--- src/slc_pkg.sv ---
// Package of the sprite line compositor: operation codes, register indexes,
// state encoding and control structs. No dependencies.
package slc_pkg;

    localparam int TILE_SLOTS_DEF = 34;
    localparam int SLOT_W = 47;
    localparam int OUT_W = 25;
    localparam int CFG_IDX_W = 3;
    localparam int CFG_DATA_W = 4;

    typedef enum logic [1:0] {
        OP_NEW_LINE  = 2'd0,
        OP_LOAD_TILE = 2'd1,
        OP_PIXEL     = 2'd2,
        OP_NEW_FRAME = 2'd3
    } t_op;

    typedef enum logic [CFG_IDX_W-1:0] {
        REG_ABOVE_EN = 3'd0,
        REG_BELOW_EN = 3'd1,
        REG_PLEVEL_0 = 3'd2,
        REG_PLEVEL_1 = 3'd3,
        REG_PLEVEL_2 = 3'd4,
        REG_PLEVEL_3 = 3'd5
    } t_reg;

    typedef enum logic [3:0] {
        S_IDLE = 4'b0001,
        S_SCAN = 4'b0010,
        S_WAIT = 4'b0100,
        S_OUT  = 4'b1000
    } t_state;

    typedef struct packed {
        logic new_line;
        logic load;
        logic new_frame;
        logic start;
        logic rd;
        logic emit;
    } t_cmd;

    typedef struct packed {
        logic disp_empty;
        logic out_free;
    } t_status;

endpackage

--- src/slc_ctrl.sv ---
// Controller of the sprite line compositor: request decode and slot scan sequencing.
// Depends on slc_pkg.
module slc_ctrl import slc_pkg::*; #(
    parameter int TILE_SLOTS = TILE_SLOTS_DEF,
    localparam int CW = $clog2(TILE_SLOTS + 1),
    localparam int SW = (TILE_SLOTS > 1) ? $clog2(TILE_SLOTS) : 1
) (
    input  logic          i_clk,
    input  logic          i_rst_n,
    input  logic          i_valid,
    output logic          o_ready,
    input  logic [1:0]    i_op,
    input  t_status       i_status,
    input  logic [CW-1:0] i_disp_cnt,
    output t_cmd          o_cmd,
    output logic [SW-1:0] o_rd_idx
);

    t_state r_state, n_state;
    logic [SW-1:0] r_idx, n_idx;
    logic acc;

    assign o_ready = (r_state == S_IDLE);
    assign acc = i_valid && o_ready;
    assign o_rd_idx = r_idx;

    always_comb begin
        n_state = r_state;
        n_idx = r_idx;
        o_cmd = '0;
        unique case (r_state)
            S_IDLE: begin
                if (acc) begin
                    unique case (t_op'(i_op))
                        OP_NEW_LINE:  o_cmd.new_line = 1'b1;
                        OP_LOAD_TILE: o_cmd.load = 1'b1;
                        OP_NEW_FRAME: o_cmd.new_frame = 1'b1;
                        OP_PIXEL: begin
                            o_cmd.start = 1'b1;
                            n_idx = '0;
                            n_state = i_status.disp_empty ? S_OUT : S_SCAN;
                        end
                        default: ;
                    endcase
                end
            end
            S_SCAN: begin
                o_cmd.rd = 1'b1;
                if (CW'(r_idx) == i_disp_cnt - CW'(1)) begin
                    n_state = S_WAIT;
                end else begin
                    n_idx = r_idx + SW'(1);
                end
            end
            S_WAIT: n_state = S_OUT;
            S_OUT: begin
                if (i_status.out_free) begin
                    o_cmd.emit = 1'b1;
                    n_state = S_IDLE;
                end
            end
            default: n_state = S_IDLE;
        endcase
    end

    always_ff @(posedge i_clk) begin
        if (!i_rst_n) begin
            r_state <= S_IDLE;
            r_idx <= '0;
        end else begin
            r_state <= n_state;
            r_idx <= n_idx;
        end
    end

endmodule

--- src/slc_datapath.sv ---
// Datapath of the sprite line compositor: slot memory, bank counts, pixel
// evaluation, configuration registers and output register. Depends on slc_pkg.
module slc_datapath import slc_pkg::*; #(
    parameter int TILE_SLOTS = TILE_SLOTS_DEF,
    localparam int CW = $clog2(TILE_SLOTS + 1),
    localparam int SW = (TILE_SLOTS > 1) ? $clog2(TILE_SLOTS) : 1,
    localparam int AW = $clog2(2 * TILE_SLOTS)
) (
    input  logic                  i_clk,
    input  logic                  i_rst_n,
    input  t_cmd                  i_cmd,
    input  logic [SW-1:0]         i_rd_idx,
    input  logic [SLOT_W-1:0]     i_tile,
    input  logic                  i_cfg_we,
    input  logic [CFG_IDX_W-1:0]  i_cfg_idx,
    input  logic [CFG_DATA_W-1:0] i_cfg_data,
    input  logic                  i_m_ready,
    output t_status               o_status,
    output logic [CW-1:0]         o_disp_cnt,
    output logic                  o_m_valid,
    output logic [OUT_W-1:0]      o_m_data
);

    logic [SLOT_W-1:0] mem [2*TILE_SLOTS];
    logic [SLOT_W-1:0] r_rdata;
    logic r_rd_v;
    logic r_above_en, r_below_en;
    logic [3:0] r_plevel [4];
    logic r_sel;
    logic [CW-1:0] r_cnt [2];
    logic [8:0] r_pix, r_x;
    logic [7:0] r_hold_a, r_hold_b;
    logic [3:0] r_pri_a, r_pri_b;
    logic r_tover;
    logic r_m_valid;
    logic [OUT_W-1:0] r_m_data;

    logic [AW-1:0] wr_addr, rd_addr;
    logic [CW-1:0] fill_cnt;
    logic [10:0] px;
    logic [2:0] shift;
    logic [31:0] d;
    logic [3:0] color;
    logic hit;
    logic [7:0] pal_idx;

    assign fill_cnt = r_cnt[r_sel];
    assign o_disp_cnt = r_cnt[~r_sel];
    assign o_status.disp_empty = (o_disp_cnt == '0);
    assign o_status.out_free = !r_m_valid || i_m_ready;
    assign o_m_valid = r_m_valid;
    assign o_m_data = r_m_data;

    assign wr_addr = r_sel ? AW'(TILE_SLOTS) + AW'(fill_cnt[SW-1:0]) : AW'(fill_cnt[SW-1:0]);
    assign rd_addr = (~r_sel) ? AW'(TILE_SLOTS) + AW'(i_rd_idx) : AW'(i_rd_idx);

    always_comb begin
        d = r_rdata[46:15];
        px = {2'b00, r_x} - {{2{r_rdata[8]}}, r_rdata[8:0]};
        hit = (px[10:3] == 8'd0);
        shift = r_rdata[14] ? px[2:0] : 3'd7 - px[2:0];
        color = {d[5'd24 + 5'(shift)], d[5'd16 + 5'(shift)],
                 d[5'd8 + 5'(shift)], d[5'(shift)]};
        pal_idx = {1'b1, r_rdata[13:11], color};
    end

    always_ff @(posedge i_clk) begin
        if (i_cmd.load && fill_cnt < CW'(TILE_SLOTS)) begin
            mem[wr_addr] <= i_tile;
        end
        if (i_cmd.rd) begin
            r_rdata <= mem[rd_addr];
        end
        if (i_cmd.start) begin
            r_x <= r_pix;
        end
        if (i_cmd.emit) begin
            r_m_data <= {r_tover, r_pri_b, r_hold_b, r_pri_a, r_hold_a};
        end
    end

    always_ff @(posedge i_clk) begin
        if (!i_rst_n) begin
            r_rd_v <= 1'b0;
            r_above_en <= 1'b0;
            r_below_en <= 1'b0;
            r_plevel <= '{default: 4'd0};
            r_sel <= 1'b0;
            r_cnt <= '{default: '0};
            r_pix <= '0;
            r_hold_a <= '0;
            r_hold_b <= '0;
            r_pri_a <= '0;
            r_pri_b <= '0;
            r_tover <= 1'b0;
            r_m_valid <= 1'b0;
        end else begin
            r_rd_v <= i_cmd.rd;
            if (i_cfg_we) begin
                unique case (i_cfg_idx)
                    REG_ABOVE_EN: r_above_en <= i_cfg_data[0];
                    REG_BELOW_EN: r_below_en <= i_cfg_data[0];
                    REG_PLEVEL_0: r_plevel[0] <= i_cfg_data;
                    REG_PLEVEL_1: r_plevel[1] <= i_cfg_data;
                    REG_PLEVEL_2: r_plevel[2] <= i_cfg_data;
                    REG_PLEVEL_3: r_plevel[3] <= i_cfg_data;
                    default: ;
                endcase
            end
            if (i_cmd.new_line) begin
                r_sel <= ~r_sel;
                r_cnt[~r_sel] <= '0;
                r_pix <= '0;
            end
            if (i_cmd.load) begin
                if (fill_cnt < CW'(TILE_SLOTS)) begin
                    r_cnt[r_sel] <= fill_cnt + CW'(1);
                end else begin
                    r_tover <= 1'b1;
                end
            end
            if (i_cmd.new_frame) begin
                r_tover <= 1'b0;
            end
            if (i_cmd.start) begin
                r_pix <= r_pix + 9'd1;
                r_pri_a <= '0;
                r_pri_b <= '0;
            end
            if (r_rd_v && hit && color != 4'd0) begin
                if (r_above_en) begin
                    r_hold_a <= pal_idx;
                    r_pri_a <= r_plevel[r_rdata[10:9]];
                end
                if (r_below_en) begin
                    r_hold_b <= pal_idx;
                    r_pri_b <= r_plevel[r_rdata[10:9]];
                end
            end
            if (i_cmd.emit) begin
                r_m_valid <= 1'b1;
            end else if (i_m_ready) begin
                r_m_valid <= 1'b0;
            end
        end
    end

endmodule

--- src/sprite_line_compositor_top.sv ---
// A render pixel request scans the display bank's tiles (S_SCAN, then S_WAIT) and waits
// in S_OUT until the output register is free; with an empty display bank it goes straight
// to S_OUT. No further request is taken until its result is registered; other requests
// leave ready high. The slot scan reads one slot memory entry a cycle.
// Reset (synchronous, active low) empties both banks, clears counters, flags,
// held palettes, registers and the output stage; the slot memory needs no clearing.
module sprite_line_compositor_top import slc_pkg::*; #(
    parameter int TILE_SLOTS = TILE_SLOTS_DEF
) (
    input  logic                  i_clk,
    input  logic                  i_rst_n,
    input  logic                  i_s_tvalid,
    output logic                  o_s_tready,
    // tile_x[8:0], tile_priority[10:9], tile_palette[13:11], tile_hflip[14],
    // tile_data[46:15], zero fill
    input  logic [47:0]           i_s_tdata,
    // operation[1:0]
    input  logic [1:0]            i_s_tuser,
    output logic                  o_m_tvalid,
    input  logic                  i_m_tready,
    // above_palette[7:0], above_priority[11:8], below_palette[19:12],
    // below_priority[23:20], time_over[24], zero fill
    output logic [31:0]           o_m_tdata,
    input  logic                  i_cfg_we,
    input  logic [CFG_IDX_W-1:0]  i_cfg_idx,
    input  logic [CFG_DATA_W-1:0] i_cfg_data
);

    localparam int CW = $clog2(TILE_SLOTS + 1);
    localparam int SW = (TILE_SLOTS > 1) ? $clog2(TILE_SLOTS) : 1;

    t_cmd cmd;
    t_status status;
    logic [CW-1:0] disp_cnt;
    logic [SW-1:0] rd_idx;
    logic [OUT_W-1:0] m_data;

    assign o_m_tdata = {7'd0, m_data};

    slc_ctrl #(.TILE_SLOTS(TILE_SLOTS)) u_ctrl (
        .i_clk(i_clk), .i_rst_n(i_rst_n),
        .i_valid(i_s_tvalid), .o_ready(o_s_tready), .i_op(i_s_tuser),
        .i_status(status), .i_disp_cnt(disp_cnt),
        .o_cmd(cmd), .o_rd_idx(rd_idx)
    );

    slc_datapath #(.TILE_SLOTS(TILE_SLOTS)) u_dp (
        .i_clk(i_clk), .i_rst_n(i_rst_n),
        .i_cmd(cmd), .i_rd_idx(rd_idx), .i_tile(i_s_tdata[SLOT_W-1:0]),
        .i_cfg_we(i_cfg_we), .i_cfg_idx(i_cfg_idx), .i_cfg_data(i_cfg_data),
        .i_m_ready(i_m_tready),
        .o_status(status), .o_disp_cnt(disp_cnt),
        .o_m_valid(o_m_tvalid), .o_m_data(m_data)
    );

endmodule

--- config.mk ---
export PLATFORM = sky130hd
export DESIGN_NAME = sprite_line_compositor_top
export DESIGN_NICKNAME = d
export VERILOG_FILES = /design/src/slc_pkg.sv /design/src/slc_ctrl.sv /design/src/slc_datapath.sv /design/src/sprite_line_compositor_top.sv
export SDC_FILE = /design/constraint.sdc
export NUM_CORES = 2
export LEC_CHECK = 0
export CAP_MARGIN = 20
export CORE_ASPECT_RATIO = 1.4
export CORE_MARGIN = 4
export CORE_UTILIZATION = 45
export CTS_CLUSTER_DIAMETER = 200
export DETAILED_ROUTE_END_ITERATION = 7
export DONT_BUFFER_PORTS = 1
export GPL_ROUTABILITY_DRIVEN = 0
export PLACE_DENSITY = 0.58
export SLEW_MARGIN = 10
export SYNTH_ARGS = -nofsm -noshare
export SYNTH_HDL_FRONTEND = slang
export SYNTH_HIERARCHICAL = 1
export SYNTH_SLANG_ARGS = --single-unit
--- constraint.sdc ---
create_clock -name i_clk -period 7.15 [get_ports i_clk]
set_input_delay 0.3575 -clock i_clk [delete_from_list [all_inputs] [get_ports i_clk]]
set_output_delay 0.3575 -clock i_clk [all_outputs]
set_load 0.03 [all_outputs]
==> flow_summary_export.csv <==
group,metric,value,unit
worst_setup_path,path_buf_inv,2,
logic_synthesis,ys_types,72,
logic_synthesis,synth-edff-count,3277,
logic_synthesis,netlist_top_cells_count,"3277 x edfxtp_1, 787 x mux4_2, 484 x nand2_1",
cts,cts-htree-levels,5,
worst_setup_path,worst_setup_path_start_kind,"flop",
min_path,hp-start,"i_cfg_we",
power_and_ir_drop,power.leakage,47.2,nW
cts,clock_latency,0.87,ns
routing,vias,63500,
cts,clk_pin_slew,0.06,ns
worst_setup_path,r2r_slack,1.93,ns
timing,hold_viol,0,
cells_and_area,fillers,22300,
floorplanning,core_area,0.286,mm^2
cts,ctsRootBufferMaster,"clkbuf_16",
routing,drt-total-wl,346000,um
floorplanning,die_h,642,um
job,drv_cap,0,
logic_synthesis,ys_seq_area_frac,0.773,
logic_synthesis,yosys_register_bits,3354,
routing,drtPass1Iterations,6,
cts,clk_path_buf_depth,4,
timing,timing.hold.ws,0.112,ns
cells_and_area,area.growth.synth_to_final,14.1,%
timing,worstMarginPinSlew,1.18,ns
grt,grt_pass1_vias,64500,
worst_setup_path,crit_start,"u_dp/r_sel",
place,port_buffers,0,
timing,max_freq,192,MHz
worst_setup_path,crit_type,"flop to flop",
worst_setup_path,crit_path_cell_trace,"nand2_1 > o21ai_0 > ha_1 > nand3_1 > xor2_1 > a21oi_1 > nor2b_1 > nand3_1 > nor2_4 > buf_4 > buf_4",
logic_synthesis,yosysMostFrequentCell,"edfxtp_1",
logic_synthesis,synth.area.top_cells,"edfxtp_1 76%, mux4_2 14%, mux2i_1 2.0%, nand2_1 1.4%, dfxtp_1 1.2%",
logic_synthesis,syn_avg_cell_area,21.2,um^2
cts,cts_buffers,324,
logic_synthesis,synth_top_cell_by_area,"edfxtp_1",
power_and_ir_drop,switchingPower,8.00,mW
timing,skew,0.0304,ns
worst_setup_path,crit_required,7.63,ns
worst_setup_path,r2r-end,"u_dp/mem[19][29]",
logic_synthesis,synth_top_area_frac,0.762,
routing,drt_iter0_drc,6965,
cells_and_area,fin_nets,6506,
worst_setup_path,cp-endpoint,"u_dp/mem[19][29]",
worst_setup_path,worstReg2RegStart,"u_dp/r_sel",
floorplanning,start_util,0.452,
logic_synthesis,synth_ff_type,"edfxtp_1",
grt,overflow,0,
cells_and_area,multi_input_area,0.0283,mm^2
cells_and_area,design_area,0.147,mm^2
power_and_ir_drop,combPwrFrac,0.035,
worst_setup_path,r2r_cells,11,
logic_synthesis,synthArstFlopShare,0,
cts,clkSinkCount,3354,
logic_synthesis,ys_warn_count,6,
cells_and_area,final-seq-area,0.100,mm^2
place,place_ws,2.02,ns
timing,rsz0062_at_grt,"false",
floorplanning,ios,96,
worst_setup_path,cpLargestDelayFamily,"simple AND/OR/NAND/NOR gates",
min_path,min_path_type,"primary input to flop",
cts,cts_tree,"done",
routing,vias_per_cell,6.10,
grt,grt_pass1_wl,488000,um
timing,slew_violations,0,
place,dpl-instance-area,0.135,mm^2
grt,grt_max_degree,106,
routing,detail_route.wl_per_cell,33.2,um
floorplanning,dieArea,0.296,mm^2
routing,ant_nets,0,
timing,final-setup-viol-count,0,
place,hpwlAfterDp,196000,um
timing,fin_tns_setup,0,ns
floorplanning,fp.dieW,461,um
worst_setup_path,crit_arrival,5.70,ns
floorplanning,rows,232,
timing,worst_slack,1.93,ns
worst_setup_path,cpPeakStageDelay,1.01,ns
power_and_ir_drop,seq_power_share,0.548,
worst_setup_path,path_depth,11,
worst_setup_path,slowest_stage,"dfxtp_2",
timing,slew_headroom,0.191,
power_and_ir_drop,p_clk_frac,0.418,
power_and_ir_drop,vdd_drop_max,197,uV
logic_synthesis,synth_cells,6083,
logic_synthesis,syn_area,0.129,mm^2
power_and_ir_drop,p_int,31.5,mW
timing,period_share,0.730,
cts,post_cts_resized,0,
cells_and_area,final_util,0.516,
power_and_ir_drop,swShare,0.202,
cells_and_area,drive_gt1_frac,0.239,
power_and_ir_drop,power_density,268,mW/mm^2
grt,track_usage,0.232,
routing,drc,0,
worst_setup_path,cp-end-kind,"flop",
timing,fin_crit,5.22,ns
worst_setup_path,crit_fanout,47,
grt,antenna_found_initial,9,
run_status,status,"completed",
## layout make-up
type	count	share of cell area
well taps	3744	0.0318
flip-flops and latches	3354	0.678
diodes	6	0.000102
multi-input cells	2376	0.192
repair buffers	340	0.0292
clock inverters	157	0.00915
clock buffers	415	0.0587
inverters	31	0.000798
## per-stage QoR
stage,instances,total power [mW]
2_1_floorplan,6089,22.8
3_3_place_gp,9719,23.0
3_5_place_dp,9726,23.0
4_1_cts,10400,39.8
5_1_grt,10400,40.7
6_report,10400,39.5
## placed cells by master, fill, tap and decap left out, types with 10 or more instances in the layout
master	count
a211oi_1	19
a21oi_1	114
a221oi_1	49
a22oi_1	121
a31oi_1	51
and2_1	13
and3_1	50
buf_12	43
buf_16	52
buf_4	175
bufinv_16	22
clkbuf_1	81
clkbuf_16	333
clkinv_1	67
clkinv_2	49
dfxtp_1	75
dlygate4sd3_1	70
edfxtp_1	3277
ha_1	16
inv_1	30
inv_6	12
mux2i_1	252
mux4_2	787
nand2_1	484
nand2b_1	12
nand3_1	25
nand4_1	41
nor2_1	35
nor2_4	71
nor2b_1	32
nor3_1	11
o21ai_0	28
o22ai_1	27
xor2_1	10
## how the worst min path moves through the flow
stage / to / slack [ns] / cells after the start
finish: u_dp/r_plevel[8] / 0.11 / 4
global route: u_dp/r_plevel[9] / 0.12 / 4
CTS: u_dp/r_plevel[8] / 0.04 / 4
detailed placement: u_dp/o_m_data[16] / 0.42 / 0
global placement: u_dp/o_m_data[12] / 0.42 / 0
floorplan: u_dp/o_m_data[0] / 0.41 / 0
## tightest hold or removal path: stages
cell and delay (ns):
nor2b_1 0.13, nand3_1 0.23, mux2i_1 0.11, nor2b_1 0.10
## layer usage
layer	up-vias	wire, um	GRT usage
met4	2	12200	0.0735
met3	585	24500	0.0390
li1	26000	-	-
met2	2552	179000	0.404
met5	-	16	0
met1	34400	130000	0.299
## flip-flops by register name, indices dropped and copies added (netlist names)
signal and cells:
u_ctrl/o_rd_idx 6, u_ctrl/r_state 4, u_dp/mem 3196, u_dp/o_m_data 25
u_dp/o_m_valid 1, u_dp/r_above_en 1, u_dp/r_below_en 1, u_dp/r_cnt 12
u_dp/r_hold_a 8, u_dp/r_hold_b 8, u_dp/r_pix 9, u_dp/r_plevel 16
u_dp/r_pri_a 4, u_dp/r_pri_b 4, u_dp/r_rd_v 1, u_dp/r_rdata 47
u_dp/r_sel 1, u_dp/r_tover 1, u_dp/r_x 9
## power by group through the flow
| stage | combinational (mW) | sequential (mW) | clock, mW |
|---|---|---|---|
| 2_1_floorplan | 0.760 | 22.0 | 0 |
| 4_1_cts | 1.39 | 21.6 | 16.8 |
| 3_5_place_dp | 0.986 | 22.0 | 0 |
| 6_report | 1.37 | 21.6 | 16.5 |
| 5_1_grt | 1.47 | 21.6 | 17.6 |
| 3_3_place_gp | 0.979 | 22.0 | 0 |
## logic make-up (layout without fill, tap and decap cells)
family                     after synthesis  count (layout)  share of synthesized area
buffers and inverters                  359             943                     0.0128
and+or+nand+nor                        817             817                     0.0282
muxes                                 1048            1048                      0.157
other                                    1              13                  0.0000290
AOI/OAI and AO/OA                      462             462                     0.0244
xor gates and xnor gates                25              25                    0.00200
DFF                                   3354            3354                      0.773
adders and majority gates               17              17                    0.00170
## repair_timing
item	in CTS	in global routing
endpoints found under the setup margin	0	0
setup buffers	0	0
hold endpoints to repair	3273	0
hold buffers	118	0
Note: power is estimated with default switching activity, not from simulation.
